File: config.mk
export PLATFORM = sky130hd
export DESIGN_NAME = ps2_device_byte_transmitter
export DESIGN_NICKNAME = d
export VERILOG_FILES = /design/src/sv/ps2dt_pkg.sv /design/src/sv/ps2_device_byte_transmitter.sv
export SDC_FILE = /design/constraint.sdc
export NUM_CORES = 1
export LEC_CHECK = 0
export ABC_AREA = 1
export BUFFER_PORTS_ARGS = -buffer_cell sky130_fd_sc_hd__buf_4
export CORE_MARGIN = 5
export CORE_UTILIZATION = 50
export CTS_BUF_LIST = sky130_fd_sc_hd__clkbuf_4 sky130_fd_sc_hd__clkbuf_8
export CTS_CLUSTER_SIZE = 14
export DETAILED_ROUTE_END_ITERATION = 10
export GPL_TIMING_DRIVEN = 0
export PLACE_DENSITY_LB_ADDON = 0.25
export SYNTH_ARGS = -nofsm -noshare
export SYNTH_HDL_FRONTEND = slang
export SYNTH_SLANG_ARGS = --single-unit
File: constraint.sdc
create_clock -name clk_i -period 3 [get_ports clk_i]
set_input_delay 0.6 -clock clk_i [delete_from_list [all_inputs] [get_ports clk_i]]
set_output_delay 0.6 -clock clk_i [all_outputs]
set_load 0.005 [all_outputs]
File: src/sv/ps2dt_pkg.sv
`timescale 1ns / 1ps

package ps2dt_pkg;

  localparam int unsigned HoldW = 16;
  localparam int unsigned DataW = 8;
  localparam int unsigned HostW = 2;
  localparam int unsigned FrameW = 11;

  localparam logic [HoldW-1:0] HoldReset = 16'd200;
  localparam int unsigned FifoDepthDefault = 32;

  localparam logic [HostW-1:0] HostReleased = 2'd0;
  localparam logic [HostW-1:0] HostInhibited = 2'd1;

  localparam logic ReqTick = 1'b0;
  localparam logic ReqPush = 1'b1;

endpackage

File: src/sv/ps2_device_byte_transmitter.sv
`timescale 1ns / 1ps

// each accepted item's result is registered in the output register in the next cycle
// throughput: one item per cycle; in_ready_o drops only while a result waits
// the byte fifo is a memory with one write port and one registered read port
// reset clears the sender, fifo pointers and line levels (both low), hold 200
// fifo contents are not cleared and only written entries are ever read
module ps2_device_byte_transmitter #(
  parameter int unsigned FIFO_DEPTH = ps2dt_pkg::FifoDepthDefault
) (
  input  logic                          clk_i,
  input  logic                          rst_ni,
  input  logic                          hold_ticks_we_i,
  input  logic [ps2dt_pkg::HoldW-1:0]   hold_ticks_i,
  input  logic                          in_valid_i,
  output logic                          in_ready_o,
  input  logic                          req_type_i,
  input  logic [ps2dt_pkg::DataW-1:0]   push_byte_i,
  input  logic [ps2dt_pkg::HostW-1:0]   host_state_i,
  output logic                          out_valid_o,
  input  logic                          out_ready_i,
  output logic                          clock_line_o,
  output logic                          data_line_o,
  output logic                          byte_dropped_o
);

  localparam int unsigned PtrW = $clog2(FIFO_DEPTH);
  localparam int unsigned CntW = $clog2(FIFO_DEPTH + 1);
  localparam logic [PtrW-1:0] PtrLast = PtrW'(FIFO_DEPTH - 1);
  localparam logic [CntW-1:0] CntFull = CntW'(FIFO_DEPTH);

  localparam logic [1:0] PhReady = 2'd0;
  localparam logic [1:0] PhLow = 2'd1;
  localparam logic [1:0] PhHigh = 2'd2;

  logic [ps2dt_pkg::HoldW-1:0]  hold_q;
  logic [1:0]                   phase_q, phase_d;
  logic [ps2dt_pkg::DataW-1:0]  held_q, held_d;
  logic [ps2dt_pkg::FrameW-1:0] frame_q, frame_d;
  logic [ps2dt_pkg::HoldW-1:0]  ticks_q, ticks_d;
  logic [PtrW-1:0]              rd_ptr_q, rd_ptr_d;
  logic [PtrW-1:0]              wr_ptr_q, wr_ptr_d;
  logic [CntW-1:0]              cnt_q, cnt_d;
  logic                         clk_q, clk_d;
  logic                         dat_q, dat_d;
  logic                         drop_q, drop_d;
  logic                         out_valid_q, out_valid_d;

  logic [ps2dt_pkg::DataW-1:0]  mem [FIFO_DEPTH];
  logic [ps2dt_pkg::DataW-1:0]  rd_data_q;

  logic accept;
  logic push_en;
  logic pop_en;

  assign in_ready_o = !out_valid_q || out_ready_i;
  assign accept = in_valid_i && in_ready_o;

  always_comb begin
    logic                         idle_v;
    logic [1:0]                   ph_v;
    logic [ps2dt_pkg::FrameW-1:0] fr_v;
    logic [ps2dt_pkg::HoldW-1:0]  tk_v;
    logic [ps2dt_pkg::HoldW-1:0]  tk_inc;
    logic [ps2dt_pkg::DataW-1:0]  byte_v;
    idle_v = (phase_q != PhLow) && (phase_q != PhHigh);
    ph_v = phase_q;
    fr_v = frame_q;
    tk_v = ticks_q;
    tk_inc = '0;
    byte_v = held_q;
    phase_d = phase_q;
    held_d = held_q;
    frame_d = frame_q;
    ticks_d = ticks_q;
    clk_d = clk_q;
    dat_d = dat_q;
    drop_d = drop_q;
    push_en = 1'b0;
    pop_en = 1'b0;
    out_valid_d = out_valid_q;
    if (out_ready_i) begin
      out_valid_d = 1'b0;
    end
    if (accept) begin
      out_valid_d = 1'b1;
      drop_d = 1'b0;
      if (req_type_i == ps2dt_pkg::ReqPush) begin
        if (cnt_q == CntFull) begin
          drop_d = 1'b1;
        end else begin
          push_en = 1'b1;
        end
      end else begin
        case (host_state_i)
          ps2dt_pkg::HostInhibited: begin
            clk_d = 1'b0;
            dat_d = 1'b0;
            phase_d = PhReady;
          end
          ps2dt_pkg::HostReleased: begin
            if (idle_v && frame_q == '0 && cnt_q == '0) begin
              clk_d = 1'b1;
              dat_d = 1'b0;
            end else begin
              if (idle_v) begin
                if (frame_q == '0) begin
                  pop_en = 1'b1;
                  byte_v = rd_data_q;
                  held_d = rd_data_q;
                end
                fr_v = {1'b1, ~^byte_v, byte_v, 1'b0};
                tk_v = '0;
                ph_v = PhLow;
              end
              tk_inc = tk_v + 1'b1;
              if (ph_v == PhLow) begin
                clk_d = 1'b0;
                dat_d = fr_v[0];
                if (tk_inc == hold_q) begin
                  frame_d = fr_v >> 1;
                  phase_d = PhHigh;
                  ticks_d = '0;
                end else begin
                  frame_d = fr_v;
                  phase_d = PhLow;
                  ticks_d = tk_inc;
                end
              end else begin
                clk_d = 1'b1;
                dat_d = 1'b0;
                ticks_d = tk_inc;
                if (tk_inc == hold_q) begin
                  if (fr_v != '0) begin
                    ticks_d = '0;
                    phase_d = PhLow;
                  end else begin
                    phase_d = PhReady;
                  end
                end
              end
            end
          end
          default: begin
            clk_d = 1'b0;
            dat_d = 1'b0;
          end
        endcase
      end
    end
  end

  always_comb begin
    wr_ptr_d = wr_ptr_q;
    rd_ptr_d = rd_ptr_q;
    cnt_d = cnt_q;
    if (push_en) begin
      wr_ptr_d = (wr_ptr_q == PtrLast) ? '0 : wr_ptr_q + 1'b1;
      cnt_d = cnt_q + 1'b1;
    end
    if (pop_en) begin
      rd_ptr_d = (rd_ptr_q == PtrLast) ? '0 : rd_ptr_q + 1'b1;
      cnt_d = cnt_q - 1'b1;
    end
  end

  always_ff @(posedge clk_i) begin
    if (push_en) begin
      mem[wr_ptr_q] <= push_byte_i;
    end
    if (push_en && wr_ptr_q == rd_ptr_d) begin
      rd_data_q <= push_byte_i;
    end else begin
      rd_data_q <= mem[rd_ptr_d];
    end
  end

  always_ff @(posedge clk_i or negedge rst_ni) begin
    if (!rst_ni) begin
      hold_q <= ps2dt_pkg::HoldReset;
      phase_q <= PhReady;
      held_q <= '0;
      frame_q <= '0;
      ticks_q <= '0;
      rd_ptr_q <= '0;
      wr_ptr_q <= '0;
      cnt_q <= '0;
      clk_q <= 1'b0;
      dat_q <= 1'b0;
      drop_q <= 1'b0;
      out_valid_q <= 1'b0;
    end else begin
      if (hold_ticks_we_i) begin
        hold_q <= hold_ticks_i;
      end
      phase_q <= phase_d;
      held_q <= held_d;
      frame_q <= frame_d;
      ticks_q <= ticks_d;
      rd_ptr_q <= rd_ptr_d;
      wr_ptr_q <= wr_ptr_d;
      cnt_q <= cnt_d;
      clk_q <= clk_d;
      dat_q <= dat_d;
      drop_q <= drop_d;
      out_valid_q <= out_valid_d;
    end
  end

  assign out_valid_o = out_valid_q;
  assign clock_line_o = clk_q;
  assign data_line_o = dat_q;
  assign byte_dropped_o = drop_q;

endmodule

Yosys cells after proc, flatten, opt, wreduce, memory -nomap -nowiden
Memories as Yosys holds them, arrays and structs flattened. A register that Yosys moved wholly into a read port is not among the register bits.
Cells that the tools add are included.
{ "totals": {"ram_bits": 256, "word_cells": 107, "regBits": 73, "output_inout_bits": 5, "in_bits": 32, "memories": 1} }
{ "op_classes": {"reduce_logical": 19, "eq_ne": 10, "addsub": 5, "bitwise": 2, "muxes": 58} }
{ "mem_list": {"columns": ["name", "depth", "word_bits", "read_ports", "rd_ports_with_merged_regs", "wr", "line_no", "rtl"], "rows": [
  ["mem", 32, 8, 1, 1, 1, "ps2_device_byte_transmitter.sv:49", "logic [ps2dt_pkg::DataW-1:0] mem [FIFO_DEPTH];"]
]} }
{ "ops": {"columns": ["operator", "n"], "rows": [
  ["2-to-1 mux 16 bit", 9],
  ["2-to-1 mux 11 bit", 6],
  ["2-to-1 mux 8 bit", 6],
  ["2-to-1 mux 1 bit", 22],
  ["2-to-1 mux 2 bit", 9],
  ["adder 16 x 1 -> 16 bit, second input constant", 1],
  ["equality test 16 bit", 1],
  ["2-to-1 mux 5 bit", 3],
  ["AND reduction 5 bit", 3],
  ["2-to-1 mux 6 bit", 2],
  ["logical NOT 11 bit", 1],
  ["nonzero test 11 bit", 1],
  ["adder 5 x 1 -> 5 bit, second input constant", 2],
  ["equality test 5 bit, second input constant", 2],
  ["XNOR reduction 8 bit", 1],
  ["adder 6 x 1 -> 6 bit, second input constant", 1],
  ["equality test 6 bit, second input constant", 1],
  ["logical NOT 6 bit", 1],
  ["nonzero test 2 bit", 3],
  ["subtractor 6 x 1 -> 6 bit, second input constant", 1],
  ["equality test 2 x 1 -> 1 bit, second input constant", 2],
  ["logical AND 1 bit", 4],
  ["!= test 2 bit, second input constant", 2],
  ["one-hot mux 2 bit (2 select lines)", 1],
  ["8 further kinds", 9]
]} }

Depth between registers and ports, before layout
Gate-level depths: netlist (run 1).
{ "depth": {"word_depth": 20, "ltp_mapped": 23, "depth_no_buf": 22} }

Least setup slack after synthesis (run 1)
OpenSTA, ideal clock, no wires.
{ "synth_timing": {"path_kind": "reg2reg", "from": "register phase_q[0]", "to": "register ticks_q[10] (netlist name)", "n_path_buf": 2, "t_required_ps": 2883, "slack_ps": 169, "stages_incl_launch_ff": 19, "t_arrival_ps": 2715, "synth_period_minus_slack_ps": 2831, "setup_ps": 117, "path_cell_list": "dfrtp_1 inv_1 ha_1 buf_6 nor2_2 ha_1 inv_1 nor2_1 nand3_1 xnor2_2 xor2_1 nand2_1 nor2_2 nand3_2 nor2_8 nand2_2 buf_6 nand2_1 nand2_1"} }
{ "synth_via": {"elab_chain_len": 11, "elab_cells_between_ends": 30, "classes_between": "1 x add/sub; 4 x eq/ne; 19 x mux; 1 x bitwise; 5 x reduce/logical"} }
{ "synth_lines": {"columns": ["item", "line_no", "rtl"], "rows": [
  ["start: declaration", "ps2_device_byte_transmitter.sv:37", "logic [1:0] phase_q, phase_d;"],
  ["start signal: assignment", "ps2_device_byte_transmitter.sv:181", "phase_q <= PhReady;"],
  ["start signal: assignment", "ps2_device_byte_transmitter.sv:196", "phase_q <= phase_d;"],
  ["!= test 2 x 1 -> 1 bit / != test 2 bit (equally long branches)", "ps2_device_byte_transmitter.sv:66", "idle_v = (phase_q != PhLow) && (phase_q != PhHigh);"],
  ["logical AND 1 bit", "ps2_device_byte_transmitter.sv:66", null],
  ["2-to-1 mux 16 bit / 2-to-1 mux 11 bit (equally long branches)", "ps2_device_byte_transmitter.sv:106", "if (idle_v) begin"],
  ["2-to-1 mux 16 bit / 2-to-1 mux 11 bit (equally long branches)", "ps2_device_byte_transmitter.sv:102", "if (idle_v && frame_q == '0 && cnt_q == '0) begin"],
  ["2-to-1 mux 16 bit / 2-to-1 mux 11 bit (equally long branches)", "ps2_device_byte_transmitter.sv:95", "case (host_state_i)"],
  ["2-to-1 mux 16 bit / 2-to-1 mux 11 bit (equally long branches)", "ps2_device_byte_transmitter.sv:88", "if (req_type_i == ps2dt_pkg::ReqPush) begin"],
  ["2-to-1 mux 16 bit / 2-to-1 mux 11 bit (equally long branches)", "ps2_device_byte_transmitter.sv:85", "if (accept) begin"],
  ["adder 16 x 1 -> 16 bit / nonzero test 11 bit (equally long branches)", "ps2_device_byte_transmitter.sv:116, ps2_device_byte_transmitter.sv:134", null],
  ["equality test 16 bit / 2-to-1 mux 16 bit (equally long branches)", "ps2_device_byte_transmitter.sv:120, ps2_device_byte_transmitter.sv:133, ps2_device_byte_transmitter.sv:134", null],
  ["2-to-1 mux 16 bit (on tied branches)", "ps2_device_byte_transmitter.sv:133, ps2_device_byte_transmitter.sv:120", null],
  ["2-to-1 mux 16 bit", "ps2_device_byte_transmitter.sv:117", "if (ph_v == PhLow) begin"],
  ["end signal: assignment", "ps2_device_byte_transmitter.sv:199", "ticks_q <= ticks_d;"],
  ["end: declaration", "ps2_device_byte_transmitter.sv:40", "logic [ps2dt_pkg::HoldW-1:0] ticks_q, ticks_d;"]
]} }
Parallel ways exist; a longest one is shown, timed or not. The select of a mux whose other input is x is not followed.
A chain may end at the register's enable or synchronous reset.

Worst setup path after layout (run 1)
{ "layout_timing": {"from": "register phase_q[1]", "to": "register frame_q[4] (netlist name)"} }
{ "layout_via": {"elab_chain_len": 10, "elab_cells_between_ends": 26, "classes_between": "1 x add/sub; 4 x eq/ne; 16 x mux; 1 x bitwise; 4 x reduce/logical"} }
{ "layout_lines": {"columns": ["item", "line_no", "rtl"], "rows": [
  ["!= test 2 x 1 -> 1 bit / != test 2 bit (equally long branches)", "ps2_device_byte_transmitter.sv:66", null],
  ["logical AND 1 bit", "ps2_device_byte_transmitter.sv:66", null],
  ["2-to-1 mux 16 bit", "ps2_device_byte_transmitter.sv:106", null],
  ["2-to-1 mux 16 bit", "ps2_device_byte_transmitter.sv:102", null],
  ["2-to-1 mux 16 bit", "ps2_device_byte_transmitter.sv:95", null],
  ["2-to-1 mux 16 bit", "ps2_device_byte_transmitter.sv:88", null],
  ["2-to-1 mux 16 bit", "ps2_device_byte_transmitter.sv:85", null],
  ["adder 16 x 1 -> 16 bit", "ps2_device_byte_transmitter.sv:116", "tk_inc = tk_v + 1'b1;"],
  ["equality test 16 bit", "ps2_device_byte_transmitter.sv:120", "if (tk_inc == hold_q) begin"],
  ["2-to-1 mux 11 bit", "ps2_device_byte_transmitter.sv:120", null],
  ["end signal: assignment", "ps2_device_byte_transmitter.sv:198", "frame_q <= frame_d;"],
  ["end: declaration", "ps2_device_byte_transmitter.sv:39", "logic [ps2dt_pkg::FrameW-1:0] frame_q, frame_d;"]
]} }
Parallel ways exist; a longest one is shown, timed or not. The select of a mux whose other input is x is not followed.

==> run metrics, run 1 <==
outcome finished, final reports clean; CTS sink cnt between 300 and 400; net count after synthesis about 1,600; Final period util 0.993; drt drc 0; Via density between 5 and 6; drt first pass iters 6; die height between 150 and 200 um; crit path DAT 3.42 ns; Final Skew approximately 0.041 ns; reg2reg start phase_q[1]; layout cells sized above 1 0.185; proportion of synthesized chip area in sequential cells 0.630; GRT overflow 0; Final Core Density 0.590; Mapped Area approximately 0.015 sq mm; setup repair after global routing missed its margin true; worst path bufs/invs 3; # rows 64; worst-path cell chain ha_4 > buf_12 > buf_12 > nor2_4 > nand2_2 > nor2_2 > nand4_1 > xnor2_2 > xor2_1 > nor3b_2 > nand3_2 > nor2_8 > buf_6 > a21oi_1 > o2bb2ai_1; die width approximately 180 um; via count approximately 12,000; Pleak slightly above 7 nW; dpl cells roughly 2,000; die area roughly 0.034 sq mm; fin crit period around 3 ns; number of synthesized register bits between 300 and 400; vias in the first global route 11,300; Synth Instances 1,564; most frequent cells in the layout nand2_1, edfxtp_1, nand3_1; WP data required approximately 3.4 ns; max-cap viol count 0; Worst Path Max Fanout 7; nets@finish 1,718; Worst path most repeated cell buf_12; PD cells 606 mW/mm^2; wire length per cell approximately 19 um; area taken by multi-input logic gates around 0.0054 sq mm; Post-synth ARST share 0.219; first-pass GRT wire length 62,800 um; synth unique cells 51; pin count of the biggest net entering global routing 74; Final Hold Fails 0; commonest non-fill, non-tap cell in the layout nand2_1; GRT Util Overall 0.239; yosys warns 0; final instance area about 0.018 sq mm; number of synthesized flops with an enable pin roughly 260; core box area ~0.030 sq mm; Reg area around 0.0096 sq mm; Top FF cell, synth edfxtp_1; Detail Placement HPWL 26,900 um; Placer Congestion between 0.9 and 1; hold crit path type in2async; CP Class reg2reg; Fmax roughly 0.34 GHz; routed wire length approximately 40,000 um; post-cts hold buffer count 0; Layout area overhead 17.2%; TritonCTS Buffers 54; CP endpoint kind flop; CTS tree yes; final worst setup slack slightly above 0.02 ns; clk_lat worst skew approximately 0.61 ns; depth of the CTS H-tree 2; dpl ws -0.677 ns; worst hold margin ~0.17 ns; kind of cell adding the most delay to the critical path simple AND/OR/NAND/NOR gates; Root Driver clkbuf_8; Slew headroom 0.281; io pins 37; total power draw around 11 mW; Final setup viols 0; Critical Path Source Type flop; CP max-delay cell dfrtp_1; remaining antenna violation count 0; Max stage delay on crit path around 0.41 ns; Post-DP Area 0.0160 sq mm; initial antenna violation count 0; setup TNS 0 ns; worst vdd rail ir drop 0.547 mV; crit path from phase_q[1]; clock slew at reported path FFs ~0.060 ns; Detailed Route Iter0 Violations 1,310; Layout fillers 2,515; ant diodes 0; Slew Viols, Final 0; Synth Area per Inst between 9 and 10 sq um; Worst Tran Pin Value around 1.1 ns; Max Buffers Root-to-Sink 3; Starting Density 0.503; Non-Filler Instances roughly 2,100; port buffer count 35
-- cell usage after synthesis, drive strengths merged, types with 6 or more instances --
cell type    n  share of area
a21oi        9         0.0030
buf         51          0.021
clkbuf      18         0.0044
dfrtp       70           0.11
edfxtp     256           0.50
ha          10         0.0082
inv         84          0.021
mux2         6         0.0044
nand2      580           0.14
nand3      266          0.089
nand4       11         0.0049
nor2        98          0.027
nor3         8         0.0030
o21a         8         0.0039
o21ai       42          0.014
xor2        13         0.0079
-- flip-flops by register name (all words and copies together), names as in the netlist, named ones only --
name,cells
cnt_q,6
mem,256
data_line_o,1
ticks_q,16
byte_dropped_o,1
held_q,8
clock_line_o,1
phase_q,2
out_valid_o,1
frame_q,11
wr_ptr_q,5
rd_ptr_q,5
hold_q,16
-- logic make-up after synthesis --
logic type / share of synthesized area
AOI/OAI and AO/OA: 0.0267
xor gates and xnor gates: 0.0126
adders and majority gates: 0.00820
buffers and inverters: 0.0460
DFF: 0.630
muxes: 0.00443
and+or+nand+nor: 0.272
-- power by group --
group          internal, mW  switching [mW]  total [mW]
registers              5.23           0.159        5.39
clock network          2.15            1.85        4.00
logic                 0.472           0.977        1.45
-- timing repair --
item                                    4_1_cts  5_1_grt
pin swaps                                     6       35
endpoints found under the setup margin      161      191
gates cloned                                  1        1
setup buffers                                 5       14
resized for setup                            38      115
-- worst paths after layout --
| path | end | slack, ns | cells after the start |
|---|---|---|---|
| max reg2reg | frame_q[4] | 0.02 | 15 |
| max in group asynchronous | held_q[4] | 2.23 | 1 |
| min reg2reg | ticks_q[11] | 0.48 | 2 |
| max | frame_q[4] | 0.02 | 15 |
| min in group clk_i | hold_q[4] | 0.21 | 3 |
| min | clock_line_o | 0.17 | 1 |
-- worst register-to-register path, cell delays in order, from the launching register on --
cell and delay [ns]:
dfrtp_1 0.41, ha_4 0.30, buf_12 0.15, buf_12 0.12, nor2_4 0.10, nand2_2 0.09
nor2_2 0.14, nand4_1 0.16, xnor2_2 0.23, xor2_1 0.18, nor3b_2 0.21, nand3_2 0.14
nor2_8 0.21, buf_6 0.17, a21oi_1 0.06, o2bb2ai_1 0.14
-- layout make-up --
cell class,instances,area share
Timing Repair Buffer,56,0.0290
Sequential cell,334,0.537
Clock buffer,73,0.0505
Tap cell,396,0.0277
Clock inverter,28,0.0110
Inverter,84,0.0182
Multi-Input combinational cell,1077,0.302
Buffer,69,0.0244
-- layer usage --
metal,part of all wire,track usage
met5,0,0
met2,0.46,0.371
met4,0.042,0.100
met3,0.091,0.0430
met1,0.41,0.336
Power figures use the tool's default switching activity.
==> inputs of run 2 (changes only) <==
- RECOVER_POWER: default -> 100
- SETUP_SLACK_MARGIN: default -> 0.4
- clock period: 3 -> 2.6 ns (I/O delays scaled with it)
==> run 2 against run 1 <==
Effect of this change: critical endpoint is now frame_q[8]; sequential power increased by 16%; first-iteration DRC count shrank 2.0%; design area increased by 3.0%; the run now ends with max-capacitance violations, max-slew violations, negative setup slack left; register-to-register slack worse by 0.40 ns; clock power is 17% higher; count of clock-buffer cells in the layout increased by 9; combinational power is 38% higher; fmax about the same; via count rose by 0.67%; cell count increased by 1.7%.
==> run metrics, run 2 (same netlist as run 1, synthesis figures left out) <==
drt drc 0 (unchanged); reg2reg start phase_q[1]; Slew headroom -0.239 (-0.520); Worst Path Max Fanout 8 (+1); fin crit period 2.98 ns (+0.000738 ns); Detail Placement HPWL 27,000 um (+0.29%); crit path DAT 3.41 ns (about the same); FF-to-FF End frame_q[8]; # rows 64 (unchanged); core box area 0.0303 sq mm (unchanged); hold depth 3; worst-path cell chain ha_4 > buf_12 > nor2_4 > ha_4 > inv_4 > nor2_4 > nand3_2 > xnor2_2 > xor2_1 > nand2_1 > nor2_2 > nand3_2 > nor2_8 > buf_6 > nand3_1 > nand2_1 > o21ai_1; remaining antenna violation count 0 (unchanged); failing checks max-capacitance violations, max-slew violations, negative setup slack; port buffer count 35 (unchanged); max-cap viol count 5 (+5); die width 185 um (unchanged); die area 0.0341 sq mm (unchanged); Max stage delay on crit path 0.42 ns (about the same); PD cells 701 mW/mm^2 (+16%); Root Driver clkbuf_8; GRT Util Overall 0.246 (+0.00706); Final Skew 0.0641 ns (+0.0235 ns); nets@finish 1,753 (+2.0%); Starting Density 0.503 (unchanged); final worst setup slack -0.380 ns (-0.401 ns); Final setup viols 232 (+232); drt first pass iters 5 (-1); final instance area 0.0184 sq mm (+3.0%); clk_lat worst skew 0.63 ns (+0.02 ns); Worst Tran Pin Value 1.86 ns (+0.785 ns); routed wire length 42,000 um (+3.1%); Detailed Route Iter0 Violations 1,284 (-2.0%); Post-DP Area 0.0162 sq mm (+1.2%); depth of the CTS H-tree 2 (unchanged); dpl cells 1,996 (+0.050%); Max Buffers Root-to-Sink 3 (unchanged); Top reg by flops mem; Final Hold Fails 0 (unchanged); setup repair after global routing missed its margin true; hold crit path type in2reg; Placer Congestion 0.916 (+0.43%); most frequent cells in the layout nand2_1, edfxtp_1, nand3_1; clock slew at reported path FFs 0.06 ns (about the same); dpl ws -0.825 ns (-0.149 ns); max reg flops 256 (unchanged); CP endpoint kind flop; Layout area overhead 20.7%; Fmax 0.336 GHz (about the same); CTS tree yes; Pleak 7.39 nW (+3.1%); outcome finished, violations left; Largest regs mem: 256 flops, hold_q: 16 flops, ticks_q: 16 flops; Slew Viols, Final 206 (+206); commonest non-fill, non-tap cell in the layout nand2_1; CP Class reg2reg; CP max-delay cell dfrtp_1; first-pass GRT wire length 64,600 um (+2.9%); via count 11,900 (+0.67%); io pins 37 (unchanged); flop-to-flop setup slack -0.38 ns (-0.40 ns); WP data required 3.03 ns (-0.41 ns); hold endpoint hold_q[6]; initial antenna violation count 0 (unchanged); die height 185 um (unchanged); Critical Path Source Type flop; vias in the first global route 11,500 (+1.9%); hold_sp hold_ticks_i[6]; wire length per cell 19.5 um (+1.3%); Final period util 1.15 (+0.153); kind of cell adding the most delay to the critical path simple AND/OR/NAND/NOR gates; TritonCTS Buffers 55 (+1.9%); layout cells sized above 1 0.210 (+0.0245); Via density 5.53 (-1.1%); ant diodes 0 (unchanged); GRT overflow 0 (unchanged); CTS sink cnt 334 (unchanged); Non-Filler Instances 2,154 (+1.7%); worst path bufs/invs 3 (unchanged); pin count of the biggest net entering global routing 74 (unchanged); R2R cell count 17 (+2); worst vdd rail ir drop 0.580 mV (+6.0%)
[run 2: changes by cell type in the layout (fill, tap and decap cells not counted), moves of 9 or more]
cell	delta
buf_12	+10
nor2_4	+11
nand2_2	+9
clkbuf_4	+16
clkbuf_1	+10
nand2_1	-16
[run 2: repair_timing]
| item | in CTS | in global routing |
|---|---|---|
| hold buffers | 0 | 0 |
| pin swaps | 33 | 15 |
| gates cloned | 2 | 0 |
| hold endpoints to repair | 0 | 0 |
| setup endpoints to repair | 292 | 75 |
| setup buffers | 36 | 16 |
| resized for setup | 119 | 56 |
[run 2: cell type report]
| class | instances | area (sq um) |
|---|---|---|
| Buffer | 69 | 457 |
| Clock buffer | 82 | 985 |
| Clock inverter | 22 | 146 |
| Fill cell | 2500 | 11900 |
| Inverter | 84 | 334 |
| Multi-Input combinational cell | 1077 | 5540 |
| Sequential cell | 334 | 9620 |
| Tap cell | 396 | 495 |
| Timing Repair Buffer | 90 | 851 |
[run 2: how the worst max path moves through the flow]
stage	start	endpoint	depth (start not counted)
6_report	phase_q[1]	frame_q[8]	17
5_1_grt	phase_q[0]	frame_q[3]	16
4_1_cts	phase_q[1]	frame_q[8]	17
3_5_place_dp	out_ready_i	mem[13][6]	10
3_3_place_gp	out_ready_i	mem[14][5]	10
2_1_floorplan	phase_q[1]	frame_q[4]	17
[run 2: worst reg2reg max path: cells and delay by family, from the launching register on]
| kind | cells | cell delay [ns] |
|---|---|---|
| fa+ha+maj | 2 | 0.49 |
| xor+xnor | 2 | 0.43 |
| simple gates | 9 | 1.07 |
| compound gates | 1 | 0.05 |
| flops | 1 | 0.42 |
| buf+inv | 3 | 0.38 |
[run 2: stage by stage]
| stage | util | TNS, ns | power (mW) | hold WS [ns] |
|---|---|---|---|---|
| after floorplan | - | -0.0106 | 7.37 | 0.224 |
| after global placement | 0.534 | -133.57 | 7.80 | 0.468 |
| after detailed placement | 0.535 | -146.83 | 7.86 | 0.465 |
| after CTS | 0.600 | -8.22 | 12.8 | 0.0752 |
| after global routing | 0.607 | -84.75 | 13.5 | 0.106 |
| final | 0.607 | -46.23 | 12.9 | 0.127 |
[run 2: routing by layer]
layer,track usage,vias to the layer above,part of all wire
met1,0.338,5677,0.41
met3,0.0485,99,0.088
met2,0.401,546,0.48
met4,0.0775,0,0.030
li1,-,5584,-
met5,0,-,0
[run 2: report_power, final]
part           switching, mW  total, mW  internal (mW)  leakage [nW]
Combinational           1.30       2.00          0.693          3.52
Clock                   2.14       4.68           2.54         0.603
Sequential             0.203       6.25           6.04          3.26
